$ cat config.mk
export PLATFORM = sky130hd
export DESIGN_NAME = task_checkin_watchdog_flat
export DESIGN_NICKNAME = d
export VERILOG_FILES = /design/src/rtl/core/tcw_pkg.sv /design/src/rtl/core/tcw_if.sv /design/src/rtl/core/tcw_eval.sv /design/src/rtl/core/task_checkin_watchdog.sv /design/src/flat_wrapper.sv
export VERILOG_INCLUDE_DIRS = /design/src /design/src/rtl/core
export SDC_FILE = /design/constraint.sdc
export NUM_CORES = 1
export LEC_CHECK = 0
export ABC_AREA = 1
export BUFFER_PORTS_ARGS = -buffer_cell sky130_fd_sc_hd__buf_4
export CORE_AREA = 2 2 139 141
export CTS_CLUSTER_DIAMETER = 150
export DETAILED_ROUTE_END_ITERATION = 7
export DIE_AREA = 0 0 141 143
export PLACE_DENSITY = 0.55
export SYNTH_ARGS = -nofsm -noshare
export SYNTH_HDL_FRONTEND = slang
export SYNTH_SLANG_ARGS = --single-unit
$ cat constraint.sdc
create_clock -name i_clk -period 2.02 [get_ports i_clk]
set_clock_uncertainty 0.1 [all_clocks]
set_input_delay 0 -clock i_clk [delete_from_list [all_inputs] [get_ports i_clk]]
set_output_delay 0 -clock i_clk [all_outputs]
set_load 0.02 [all_outputs]
$ cat src/rtl/core/task_checkin_watchdog_assert.svh
// Assertion macros used by the watchdog top level.
`ifndef TASK_CHECKIN_WATCHDOG_ASSERT_SVH
`define TASK_CHECKIN_WATCHDOG_ASSERT_SVH

// Same-cycle implication, disabled while reset is asserted.
`define TCW_ASSERT_NOW(label, clk, rst_n, ante, cons) \
    label: assert property (@(posedge clk) disable iff (!(rst_n)) (ante) |-> (cons)) \
        else $error("assertion failed: same-cycle check");

// Next-cycle implication, disabled while reset is asserted.
`define TCW_ASSERT_NEXT(label, clk, rst_n, ante, cons) \
    label: assert property (@(posedge clk) disable iff (!(rst_n)) (ante) |=> (cons)) \
        else $error("assertion failed: next-cycle check");

`endif

$ cat src/rtl/core/tcw_pkg.sv
// Types and constants of the task check-in watchdog.
package tcw_pkg;

    localparam int NUM_TASKS = 16;

    localparam int TASK_W    = 4;
    localparam int MASK_W    = 16;
    localparam int COUNT_W   = 32;
    localparam int CFG_IDX_W = 1;
    localparam int CFG_DATA_W = 32;

    // Operation codes of a request.
    localparam logic OP_CHECKIN = 1'b0;
    localparam logic OP_PROCESS = 1'b1;

    // Configuration register indexes.
    localparam logic [CFG_IDX_W-1:0] CFG_TIMEOUT  = 1'b0;
    localparam logic [CFG_IDX_W-1:0] CFG_REQ_MASK = 1'b1;

    localparam logic [MASK_W-1:0] REQ_MASK_RESET = '1;

    // Bits of the tasks that exist, limited to the mask width.
    localparam logic [MASK_W-1:0] TASK_MASK = (NUM_TASKS >= MASK_W) ? '1 :
        MASK_W'((64'd1 << NUM_TASKS) - 64'd1);

    typedef struct packed {
        logic               has_result;
        logic               feed_dog;
        logic               raise_error;
        logic [MASK_W-1:0]  late_tasks;
        logic [MASK_W-1:0]  next_checked;
        logic [COUNT_W-1:0] next_tick;
    } t_eval;

endpackage

$ cat src/rtl/core/tcw_if.sv
// Request and result channel interfaces of the task check-in watchdog.
interface tcw_in_if;
    logic                      valid;
    logic                      ready;
    logic                      opcode;
    logic [tcw_pkg::TASK_W-1:0] task_index;

    modport source (output valid, output opcode, output task_index, input ready);
    modport sink   (input valid, input opcode, input task_index, output ready);
endinterface

interface tcw_out_if;
    logic                      valid;
    logic                      ready;
    logic                      feed_dog;
    logic                      raise_error;
    logic [tcw_pkg::MASK_W-1:0] late_tasks;

    modport source (output valid, output feed_dog, output raise_error, output late_tasks,
                    input ready);
    modport sink   (input valid, input feed_dog, input raise_error, input late_tasks,
                    output ready);
endinterface

$ cat src/rtl/core/tcw_eval.sv
// Decision logic: result and next state for one request.
module tcw_eval (
    input  logic                        i_opcode,
    input  logic [tcw_pkg::TASK_W-1:0]  i_task_index,
    input  logic [tcw_pkg::MASK_W-1:0]  i_checked,
    input  logic [tcw_pkg::COUNT_W-1:0] i_tick,
    input  logic [tcw_pkg::COUNT_W-1:0] i_timeout,
    input  logic [tcw_pkg::MASK_W-1:0]  i_req_mask,
    output tcw_pkg::t_eval              o_eval
);
    import tcw_pkg::*;

    logic all_in;
    logic idx_ok;

    assign all_in = ((i_checked & i_req_mask) == i_req_mask);
    assign idx_ok = (32'(i_task_index) < NUM_TASKS);

    always_comb begin
        o_eval = '0;
        o_eval.next_checked = i_checked;
        o_eval.next_tick    = i_tick;
        if (i_opcode == OP_CHECKIN) begin
            if (idx_ok) begin
                o_eval.next_checked = i_checked | (MASK_W'(1) << i_task_index);
            end
        end else begin
            o_eval.has_result = 1'b1;
            if (all_in) begin
                o_eval.feed_dog     = 1'b1;
                o_eval.next_checked = '0;
                o_eval.next_tick    = '0;
            end else if (i_tick >= i_timeout) begin
                // Compare uses the count before the increment.
                o_eval.raise_error = 1'b1;
                o_eval.late_tasks  = ~i_checked & TASK_MASK;
                o_eval.next_tick   = '0;
            end else begin
                o_eval.next_tick = i_tick + COUNT_W'(1);
            end
        end
    end

endmodule

$ cat src/rtl/core/task_checkin_watchdog.sv
// Top level of the multi-task check-in watchdog.
// A request waits in the input register; each update is one 32-bit compare and add.
// Throughput: one request per cycle while no result is stalled on the result channel.
// Check-in requests produce no result and never wait on the result channel.
// Reset (i_rst_n low, synchronous) clears the mask, the tick count and both valids,
// loads the timeout with 0 and the required mask with all ones; no request is taken.
module task_checkin_watchdog (
    input  logic                           i_clk,
    input  logic                           i_rst_n,
    tcw_in_if.sink                         i_req,
    tcw_out_if.source                      o_rsp,
    input  logic                           i_cfg_we,
    input  logic [tcw_pkg::CFG_IDX_W-1:0]  i_cfg_idx,
    input  logic [tcw_pkg::CFG_DATA_W-1:0] i_cfg_data
);
    import tcw_pkg::*;

    // Input register: one request waits here while the state is evaluated.
    logic                r_in_valid;
    logic                r_in_opcode;
    logic [TASK_W-1:0]   r_in_task;

    // Watchdog state and configuration.
    logic [MASK_W-1:0]   r_checked_in;
    logic [COUNT_W-1:0]  r_tick;
    logic [COUNT_W-1:0]  r_timeout;
    logic [MASK_W-1:0]   r_req_mask;

    // Result register.
    logic                r_out_valid;
    logic                r_out_feed;
    logic                r_out_err;
    logic [MASK_W-1:0]   r_out_late;

    logic                n_in_valid;
    logic                n_out_valid;

    t_eval               ev;
    logic                out_free;
    logic                advance;
    logic                in_fire;
    logic                load;

    tcw_eval u_eval (
        .i_opcode     (r_in_opcode),
        .i_task_index (r_in_task),
        .i_checked    (r_checked_in),
        .i_tick       (r_tick),
        .i_timeout    (r_timeout),
        .i_req_mask   (r_req_mask),
        .o_eval       (ev)
    );

    // The result slot is free when empty or when its result leaves this cycle.
    // A check-in moves on regardless, since it produces nothing.
    assign out_free = !r_out_valid || o_rsp.ready;
    assign advance  = r_in_valid && (!ev.has_result || out_free);
    assign load     = advance && ev.has_result;

    assign i_req.ready = i_rst_n && (!r_in_valid || advance);
    assign in_fire     = i_req.valid && i_req.ready;

    always_comb begin
        n_in_valid = r_in_valid;
        if (in_fire) begin
            n_in_valid = 1'b1;
        end else if (advance) begin
            n_in_valid = 1'b0;
        end
        n_out_valid = r_out_valid;
        if (load) begin
            n_out_valid = 1'b1;
        end else if (o_rsp.ready) begin
            n_out_valid = 1'b0;
        end
    end

    always_ff @(posedge i_clk) begin
        if (!i_rst_n) begin
            r_in_valid   <= 1'b0;
            r_out_valid  <= 1'b0;
            r_checked_in <= '0;
            r_tick       <= '0;
            r_timeout    <= '0;
            r_req_mask   <= REQ_MASK_RESET;
        end else begin
            r_in_valid  <= n_in_valid;
            r_out_valid <= n_out_valid;
            if (advance) begin
                r_checked_in <= ev.next_checked;
                r_tick       <= ev.next_tick;
            end
            // The user must write configuration only while idle; it is not enforced.
            if (i_cfg_we) begin
                case (i_cfg_idx)
                    CFG_TIMEOUT:  r_timeout  <= i_cfg_data;
                    CFG_REQ_MASK: r_req_mask <= i_cfg_data[MASK_W-1:0];
                    default: ;
                endcase
            end
        end
    end

    // Payload registers carry no reset.
    always_ff @(posedge i_clk) begin
        if (in_fire) begin
            r_in_opcode <= i_req.opcode;
            r_in_task   <= i_req.task_index;
        end
        if (load) begin
            r_out_feed <= ev.feed_dog;
            r_out_err  <= ev.raise_error;
            r_out_late <= ev.late_tasks;
        end
    end

    assign o_rsp.valid       = r_out_valid;
    assign o_rsp.feed_dog    = r_out_feed;
    assign o_rsp.raise_error = r_out_err;
    assign o_rsp.late_tasks  = r_out_late;

`include "task_checkin_watchdog_assert.svh"

    // A result never both feeds the dog and raises the error.
    `TCW_ASSERT_NOW(a_feed_err_excl, i_clk, i_rst_n, r_out_valid, !(r_out_feed && r_out_err))
    // Late tasks are reported only together with an error.
    `TCW_ASSERT_NOW(a_late_only_err, i_clk, i_rst_n, r_out_valid && !r_out_err,
                    r_out_late == '0)
    // Feeding the dog clears both the mask and the count.
    `TCW_ASSERT_NEXT(a_feed_clears, i_clk, i_rst_n, load && ev.feed_dog,
                     r_checked_in == '0 && r_tick == '0)
    // An error clears the count.
    `TCW_ASSERT_NEXT(a_err_clears, i_clk, i_rst_n, load && ev.raise_error, r_tick == '0)

endmodule

$ cat src/flat_wrapper.sv
// flat-port wrapper written by rule: the top's interface ports become plain ports
module task_checkin_watchdog_flat import tcw_pkg::*;
  (i_clk, i_rst_n, i_cfg_we, i_cfg_idx, i_cfg_data, i_req_valid, i_req_opcode, i_req_task_index, i_req_ready, o_rsp_valid, o_rsp_feed_dog, o_rsp_raise_error, o_rsp_late_tasks, o_rsp_ready);
  tcw_in_if i_req_i ();
  tcw_out_if o_rsp_i ();
  input  logic i_clk;
  input  logic i_rst_n;
  input  logic i_cfg_we;
  input  logic [tcw_pkg::CFG_IDX_W-1:0] i_cfg_idx;
  input  logic [tcw_pkg::CFG_DATA_W-1:0] i_cfg_data;
  input wire logic [$bits(i_req_i.valid)-1:0] i_req_valid;
  input wire logic [$bits(i_req_i.opcode)-1:0] i_req_opcode;
  input wire logic [$bits(i_req_i.task_index)-1:0] i_req_task_index;
  output wire logic [$bits(i_req_i.ready)-1:0] i_req_ready;
  output wire logic [$bits(o_rsp_i.valid)-1:0] o_rsp_valid;
  output wire logic [$bits(o_rsp_i.feed_dog)-1:0] o_rsp_feed_dog;
  output wire logic [$bits(o_rsp_i.raise_error)-1:0] o_rsp_raise_error;
  output wire logic [$bits(o_rsp_i.late_tasks)-1:0] o_rsp_late_tasks;
  input wire logic [$bits(o_rsp_i.ready)-1:0] o_rsp_ready;
  assign i_req_i.valid = i_req_valid;
  assign i_req_i.opcode = i_req_opcode;
  assign i_req_i.task_index = i_req_task_index;
  assign i_req_ready = i_req_i.ready;
  assign o_rsp_valid = o_rsp_i.valid;
  assign o_rsp_feed_dog = o_rsp_i.feed_dog;
  assign o_rsp_raise_error = o_rsp_i.raise_error;
  assign o_rsp_late_tasks = o_rsp_i.late_tasks;
  assign o_rsp_i.ready = o_rsp_ready;
  task_checkin_watchdog u_core (.i_clk(i_clk), .i_rst_n(i_rst_n), .i_req(i_req_i), .o_rsp(o_rsp_i), .i_cfg_we(i_cfg_we), .i_cfg_idx(i_cfg_idx), .i_cfg_data(i_cfg_data));
endmodule
* After elaboration in Yosys (flattened, before gate mapping)
Cells that the tools add are included.
** Cells by class
- $add $sub $neg :: 1
- Order comparisons :: 1
- Eq/ne operators :: 2
- Shift-type cells :: 1
- Muxes and demuxes :: 12
- Bitwise logic cells :: 6
- Reduce and logical (&&, ||, !) cells :: 18
** Operators by type and width (count)
- two-way mux 32 bit :: 2
- two-way mux 17 bit :: 2
- adder 32 x 1 -> 32 bit, second input constant :: 1
- greater-or-equal comparator 32 bit :: 1
- two-way mux 16 bit :: 2
- two-way mux 19 bit :: 1
- AND 16 bit :: 1
- == test 16 bit :: 1
- NOT 16 bit :: 1
- OR 16 bit :: 1
- left shift 1 x 4 -> 16 bit, first input constant :: 1
- AND reduction 2 bit :: 4
- two-way mux 1 bit :: 5
- logical AND 1 bit :: 4
- nonzero test 2 bit :: 2
- zero test 1 bit :: 3
- logical OR 1 bit :: 3
- NOT 1 bit :: 3
- OR reduction 3 bit :: 1
- != test 2 bit, second input constant :: 1
- OR reduction 2 bit :: 1
** Storage, ports and cells
- Flip-flop bits (word level) :: 121
- Input bits :: 43
- Output and inout port bits :: 20
- Logic and storage cells :: 52

* Logic depth before layout (Yosys ltp)
Gate-level depths: netlist (run 1).
- Depth in word-level cells :: 11
- Depth in mapped cells :: 16
- Mapped depth without buffers :: 16

* Cells and area by module
From an unflattened synthesis (run 1), not the netlist that was laid out.
** Second synthesis, totals
- Cell total of the unflattened synthesis :: 1120
- Area, all modules :: 7387.1 um^2
** Modules (own cells, without submodules)
- task_checkin_watchdog :: times used 1, cells each 564, area an instance 4573.1 um^2, sequential area each 2652.5 um^2
- tcw_eval :: times used 1, cells each 556, area an instance 2813.9 um^2, sequential area each 0.0 um^2

* Least setup slack after synthesis (run 1)
No wires, ideal clock.
- Kind :: flip-flop to flip-flop
- Start :: register u_core.r_tick[27]
- End :: register u_core.r_out_late[10], in the netlist u_core.o_rsp.late_tasks[10], data pin
- Library setup time :: 0.256 ns
- Arrival :: 1.589 ns
- Required time :: 1.664 ns
- Slack :: 0.076 ns
- Stages on the path, launching flop included :: 11
- Buffers on the path :: 1
- Clock period less this slack :: 1.944 ns
- Cells stage by stage :: dfxtp_1 ha_1 a21oi_1 o21ai_0 nand2_1 nand2_1 nor2_1 nand2_1 nand2_2 buf_2 nor2_1
** On the way
- Word-level cells in the longest chain between the ends :: 3
** RTL lines
- from (decl) :: line task_checkin_watchdog.sv:25 : logic [COUNT_W-1:0] r_tick;
- from (signal assigned) :: line task_checkin_watchdog.sv:91 : r_tick <= ev.next_tick;
- greater-or-equal comparator 32 bit :: line tcw_eval.sv:33 : end else if (i_tick >= i_timeout) begin
- NOT 1 bit (no line)
- OR reduction 3 bit (no line)
- to (signal assigned) :: line task_checkin_watchdog.sv:113 : r_out_late <= ev.late_tasks;
- to (decl) :: line task_checkin_watchdog.sv:33 : logic [MASK_W-1:0] r_out_late;
No other way between the ends.
A chain may end at the register's enable or synchronous reset.

* Worst setup path after layout (run 1)
- Start :: register u_core.r_timeout[11]
- End :: register u_core.r_out_late[5], in the netlist u_core.o_rsp.late_tasks[5], data pin
** On the way
- Word-level cells in the longest chain between the ends :: 3
** RTL lines
- from (decl) :: line task_checkin_watchdog.sv:26 : logic [COUNT_W-1:0] r_timeout;
- from (signal assigned) :: line task_checkin_watchdog.sv:96 : CFG_TIMEOUT: r_timeout <= i_cfg_data;
- greater-or-equal comparator 32 bit :: line tcw_eval.sv:33
- NOT 1 bit (no line)
- OR reduction 3 bit (no line)
No other way between the ends.

==> impl_metrics.py, run 1 <==
metrics = {
    "status": {
        "status": "complete, but fails checks",
        "violations": "setup timing",
    },
    "job": {
        "drv_cap": 0,
    },
    "critical_path": {
        "cp.required_ns": 2.10,
        "critPathArrivalTime_ns": 2.11,
        "path_cells": "inv_2 > ha_4 > nand2_2 > inv_1 > nand2_1 > nand2_1 > nand2_1 > nand2_2 > nor2_2 > nand2_2 > nand2_4 > nand2_4 > nand2_8 > clkbuf_16 > nor2_1",
        "slowest_stage": "dfxtp_2",
        "r2r.worst_path.cells": 15,
        "max_stage_delay_ns": 0.31,
        "end_kind": "flop",
        "start_kind": "flop",
        "crit_path_max_fanout": 4,
        "critPathKind": "reg -> reg",
    },
    "detailed_routing": {
        "wl_per_cell_um": 13.23,
        "drtIter0Drc": 335,
        "drt_pass1_iterations": 5,
        "drc_errors": 0,
        "dr_total_vias": 6263,
        "avgViaCountPerCell": 4.691,
        "ant_nets": 0,
        "routed_wl_um": 17660,
    },
    "cts": {
        "clock-sinks": 121,
        "clk_latency_ns": 0.43,
        "h-tree-depth": 4,
        "cts_tree": "yes",
        "clkTransAtPathRegs_ns": 0.06,
        "cts_made_buffers": 17,
        "clock_path_buffers": 2,
        "cts_root_buf": "clkbuf_16",
    },
    "timing": {
        "fin_crit_sh_pct": 100.2,
        "drv_slew": 0,
        "grt_setup_unrepaired": "yes",
        "tightest_slew_ns": 0.5257,
        "setup_viol": 3,
        "hold_violations": 0,
        "fin_crit_ns": 2.024,
        "fmax_ghz": 0.4940,
        "relSlewSlack_pct": 64.82,
        "setup_slack_ns": -0.004130,
    },
    "synth": {
        "synth_edf_count": 23,
        "avgSynthCellArea_um2": 7.038,
        "synth-adder-area-share_pct": 6.433,
        "ys_warn_count": 0,
        "syn_area_um2": 6419,
        "async_reset_ff_share_pct": 0,
        "synth_top_area_share_pct": 30.57,
        "ys_seq_elements": 121,
        "synthCells": 912,
        "syn_nets": 988,
        "yosys.area.top_type": "dfxtp_1",
        "synth_top_family_by_area": "simple AND/OR/NAND/NOR gates",
        "synth_ff_type": "dfxtp_1",
        "yosys.cell_types.count": 31,
        "synth_seq_area_share_pct": 41.33,
        "synth_mux_area_share_pct": 0,
        "yosys.area_share.xor_xnor_pct": 1.228,
        "synthTopCellsByArea": "dfxtp_1 31%, nand2_1 14%, edfxtp_1 11%, a21oi_1 7.1%, nor2_1 7.0%",
        "synth_compound_gate_area_share_pct": 10.76,
        "synthSimpleGateAreaFrac_pct": 31.66,
    },
    "floorplanning": {
        "io_pins": 63,
        "start_util_pct": 34.55,
        "rows": 50,
        "die_w_um": 141,
        "dieArea_um2": 20160,
        "die_h_um": 143,
        "coreArea_um2": 18580,
    },
    "power_and_ir_drop": {
        "leakage_nw": 3.845,
        "power_w": 0.006464,
        "ir_drop_uv": 556.8,
        "power_density_nw_per_um2": 697.7,
    },
    "min_path": {
        "holdPathStages": 5,
        "hold_class": "in -> reg",
    },
    "layout": {
        "final_cell_mix": "226 x nand2_1, 107 x buf_4, 95 x nor2_1, 95 x inv_1, 88 x dfxtp_1",
        "n_antenna_cell": 0,
        "drive_gt1_share_pct": 23.98,
        "layout_commonest_cell": "nand2_1",
        "fin_nets": 1164,
        "n_fill_cell": 1821,
        "fin_util_pct": 49.87,
        "area_growth_pct": 44.35,
    },
    "place": {
        "gp_congestion": 0.9161,
        "port_buffers": 62,
        "dp_hpwl_um": 12000,
    },
    "grt": {
        "grt_max_degree": 64,
        "grt.overflow.total": 0,
        "grt_usage_pct": 17.66,
        "grt_pass1_vias": 5817,
        "antenna_found_initial": 0,
        "grt_pass1_wl_um": 28310,
    },
}
==> final timing paths <==
path | start | endpoint | slack, ns
setup / recovery | u_core.r_timeout[11] | u_core.o_rsp.late_tasks[5] | -0.004
hold / removal | i_cfg_we | u_core.r_req_mask[12] | 0.03
setup reg to reg | u_core.r_timeout[11] | u_core.o_rsp.late_tasks[5] | -0.004
hold reg to reg | u_core.r_timeout[18] | u_core.r_timeout[18] | 0.36
==> synthesized netlist by cell type (4+ instances only) <==
library cell,number
inv_2,4
buf_4,5
nand2_2,11
nor2_4,5
nand2_1,238
a21oi_1,91
edfxtp_1,23
nand3_1,74
ha_1,33
buf_2,6
nor3_1,9
xnor2_1,5
dfxtp_1,98
xor2_1,4
clkbuf_1,19
inv_1,103
nand4_1,5
o21ai_0,36
nor2_2,9
nor2_1,119
==> layout make-up <==
class | count | area [um^2] | area share [%]
Inverter | 108 | 405.4 | 4.375
Tap cell | 234 | 292.8 | 3.160
Sequential cell | 121 | 2668 | 28.79
Clock inverter | 15 | 200.2 | 2.161
Timing Repair Buffer | 188 | 1719 | 18.56
Clock buffer | 17 | 425.4 | 4.591
Multi-Input combinational cell | 652 | 3555 | 38.37
==> power by group <==
group	internal, W	leakage [nW]	switching (W)
Sequential	0.00254	1.01	0.0000351
Clock	0.00199	0.302	0.00127
Combinational	0.000303	2.54	0.000326
Total	0.00483	3.84	0.00163
==> logic make-up after synthesis <==
group,count (synthesis)
AO/OA/AOI/OAI,134
flip-flops,121
AND/OR/NAND/NOR,476
XOR/XNOR,9
buffers and inverters,139
adder cells (fa/ha/maj),33
==> worst max-delay path, delay by kind of cell (launching register included) <==
family,cells,cell delay [ns]
adders and majority gates,1,0.21
buffers and inverters,3,0.26
DFF,1,0.31
and+or+nand+nor,11,0.89
==> registers in the layout, indices dropped and copies added (netlist names) <==
| signal | flops |
|---|---|
| u_core.o_rsp.feed_dog | 1 |
| u_core.r_in_opcode | 1 |
| u_core.r_in_task | 4 |
| u_core.r_in_valid | 1 |
| u_core.o_rsp.late_tasks | 16 |
| u_core.r_timeout | 32 |
| u_core.o_rsp.valid | 1 |
| u_core.r_req_mask | 16 |
| u_core.r_checked_in | 16 |
| u_core.o_rsp.raise_error | 1 |
| u_core.r_tick | 32 |
==> per-layer routing <==
| layer | wire [um] | up-vias | track usage [%] |
|---|---|---|---|
| met5 | 0 | - | 0 |
| met4 | 206 | 0 | 5.000 |
| met3 | 500 | 17 | 3.856 |
| met2 | 8014 | 79 | 27.55 |
| met1 | 8940 | 2895 | 24.69 |
| li1 | - | 3272 | - |
==> timing repair <==
action	CTS	global route
endpoints found under the hold margin	61	0
hold buffers	71	0
resized for setup	20	78
pin swaps	0	29
setup endpoints to repair	20	65
setup buffers	1	3
cloned	1	3
==> stage by stage <==
stage                     hold slack (ns)  worst slack [ns]  std cells  setup TNS (ns)  area [um^2]
after floorplan                 -0.001131           0.07586        912               0         6419
after global routing              0.03811           -0.1083       1335          -3.511         9265
after detailed placement          0.08128           -0.1453       1224          -2.351         7411
after CTS                        0.009807          0.003380       1329               0         8835
after global placement            0.08424           -0.1245       1224          -2.108         7411
final                             0.02917         -0.004130       1335       -0.007490         9265
Power figures use the tool's default switching activity.
==> inputs of run 2 (changes only) <==
Settings changed: CORE_AREA 2 2 139 141 to 2 2 113 115, DIE_AREA 0 0 141 143 to 0 0 115 117, HOLD_SLACK_MARGIN set to 0.05, PLACE_DENSITY 0.55 to 0.77.
==> impl_metrics.py, run 2 (synthesis results as in run 1) <==
metrics = {
    "layout": {
        "layout_commonest_cell": "nand2_1",
        "design_area_um2": 8979,
        "finalNonFillerCells": 1239,
        "drive_gt1_share_pct": 21.69,
        "fin_nets": 1151,
        "area_growth_pct": 39.88,
        "reg_top3": "u_core.r_tick: 32 flops, u_core.r_timeout: 32 flops",
        "final_cell_mix": "225 x nand2_1, 109 x buf_4, 104 x nor2_1",
        "n_fill_cell": 825,
    },
    "grt": {
        "grt.overflow.total": 0,
        "antenna_found_initial": 1,
        "grt_usage_pct": 29.81,
        "grt_pass1_wl_um": 31290,
        "grt_pass1_vias": 6441,
        "grt_max_degree": 33,
    },
    "detailed_routing": {
        "avgViaCountPerCell": 5.653,
        "ant_nets": 0,
        "routed_wl_um": 21840,
        "wl_per_cell_um": 17.63,
        "drc_errors": 0,
        "drt_pass1_iterations": 8,
        "drtIter0Drc": 935,
        "dr_total_vias": 7004,
    },
    "floorplanning": {
        "dieArea_um2": 13460,
        "coreArea_um2": 12310,
        "io_pins": 63,
        "start_util_pct": 52.13,
        "die_w_um": 115,
        "rows": 41,
        "die_h_um": 117,
    },
    "cts": {
        "clk_latency_ns": 0.43,
        "clock-sinks": 121,
        "cts_made_buffers": 17,
        "clkTransAtPathRegs_ns": 0.06,
        "h-tree-depth": 4,
        "cts_tree": "yes",
        "clock_path_buffers": 2,
        "cts_root_buf": "clkbuf_16",
    },
    "place": {
        "gp_congestion": 0.9393,
        "port_buffers": 62,
        "dpl_cell_area_um2": 7328,
        "dp_hpwl_um": 11930,
        "place_inst": 1143,
    },
    "critical_path": {
        "start_kind": "flop",
        "max_stage_delay_ns": 0.33,
        "crit_path_max_fanout": 3,
        "critPathKind": "reg -> reg",
        "slowest_stage": "dfxtp_1",
        "end_kind": "flop",
        "cp.required_ns": 2.22,
        "path_cells": "inv_2 > ha_4 > nand2_2 > nor2_4 > nand4_1 > nor2_2 > nand2_4 > nand2_4 > buf_6 > nor2_2 > nor2_1 > nor2_1",
        "critPathArrivalTime_ns": 2.36,
    },
    "power_and_ir_drop": {
        "leakage_nw": 3.770,
        "pwr-share-seq_pct": 38.2,
        "clkPwrFrac_pct": 51.8,
        "p_int_w": 0.005169,
        "ir_drop_uv": 579.1,
        "pwr-share-comb_pct": 9.9,
        "switching_share_pct": 23.63,
        "power_density_nw_per_um2": 753.9,
        "p_switching_w": 0.001600,
        "power_w": 0.006769,
    },
    "timing": {
        "fin_hold_ws_ns": 0.1928,
        "hold_violations": 0,
        "drv_slew": 0,
        "relSlewSlack_pct": 58.36,
        "setup_viol": 49,
        "grt_setup_unrepaired": "yes",
        "tightest_slew_ns": 0.6223,
        "fin_crit_sh_pct": 107.2,
        "setup_slack_ns": -0.1455,
        "fmax_ghz": 0.4618,
        "fin_crit_ns": 2.166,
    },
    "job": {
        "drv_cap": 0,
    },
    "status": {
        "status": "complete, but fails checks",
        "violations": "setup timing",
    },
    "min_path": {
        "hold_class": "in -> reg",
    },
}
run 2: changes by cell type in the layout (fill, tap and decap cells not counted), moves of 4 or more:
cell / before / now
nor2_1: 95 / 104
inv_2: 12 / 8
dfxtp_1: 88 / 94
dlygate4sd3_1: 71 / 60
nor2_2: 28 / 21
a21oi_2: 11 / 6
a21oi_1: 82 / 87
nand3_1: 69 / 74
nand3_2: 7 / 2
dfxtp_2: 9 / 4
run 2: power groups by stage:
stage	Combinational, W	Sequential (W)	Clock (W)
finish	0.000673	0.00259	0.00351
CTS	0.000563	0.00258	0.00348
global route	0.000721	0.00259	0.00361
global placement	0.000444	0.00263	0
floorplan	0.000263	0.00263	0
detailed placement	0.000455	0.00263	0
run 2: routing by layer:
metal / track usage (%) / routed length [um] / vias up / part of all wire [%]
met1: 36.29 / 8547 / 3218 / 39
li1: - / - / 3254 / -
met3: 6.179 / 1876 / 104 / 8.6
met2: 50.59 / 10420 / 428 / 48
met4: 14.46 / 999 / 0 / 4.6
met5: 0 / 0 / - / 0
run 2: cell type report:
| class | count | area [um^2] | area share (%) |
|---|---|---|---|
| Antenna cell | 1 | 2.502 | 0.02787 |
| Multi-Input combinational cell | 652 | 3518 | 39.19 |
| Sequential cell | 121 | 2658 | 29.60 |
| Inverter | 108 | 407.9 | 4.543 |
| Clock buffer | 19 | 432.9 | 4.822 |
| Tap cell | 150 | 187.7 | 2.090 |
| Timing Repair Buffer | 175 | 1530 | 17.04 |
| Clock inverter | 13 | 241.5 | 2.690 |
run 2: critical path, delay by kind of cell, from the launching register on:
family | cells | cell delay (ns)
buf+inv | 2 | 0.17
fa+ha+maj | 1 | 0.27
simple gates | 9 | 1.17
flops | 1 | 0.33
run 2: timing repair:
item,in CTS,in global routing
buffers inserted,0,2
resized for setup,2,67
pin swaps,1,22
setup endpoints to repair,18,50
cloned,0,1
hold buffers,60,0
endpoints found under the hold margin,61,0
run 2: worst paths after layout:
kind,end,cells after the start,start,slack (ns)
setup reg to reg,u_core.r_tick[30],12,u_core.r_timeout[29],-0.15
hold reg to reg,u_core.r_timeout[20],2,u_core.r_timeout[20],0.36
hold / removal,u_core.r_in_task[3],2,i_req_task_index[3],0.19
setup / recovery,u_core.r_tick[30],12,u_core.r_timeout[29],-0.15
run 2: per-stage QoR:
step                      setup TNS, ns  setup WS [ns]  utilization (%)
after CTS                             0       0.004625            69.94
after floorplan                       0        0.07586                -
final                            -3.002        -0.1455            72.93
after detailed placement         -1.173        -0.1018            59.52
after global routing             -6.048        -0.1859            72.93
after global placement          -0.2674       -0.01832            59.52
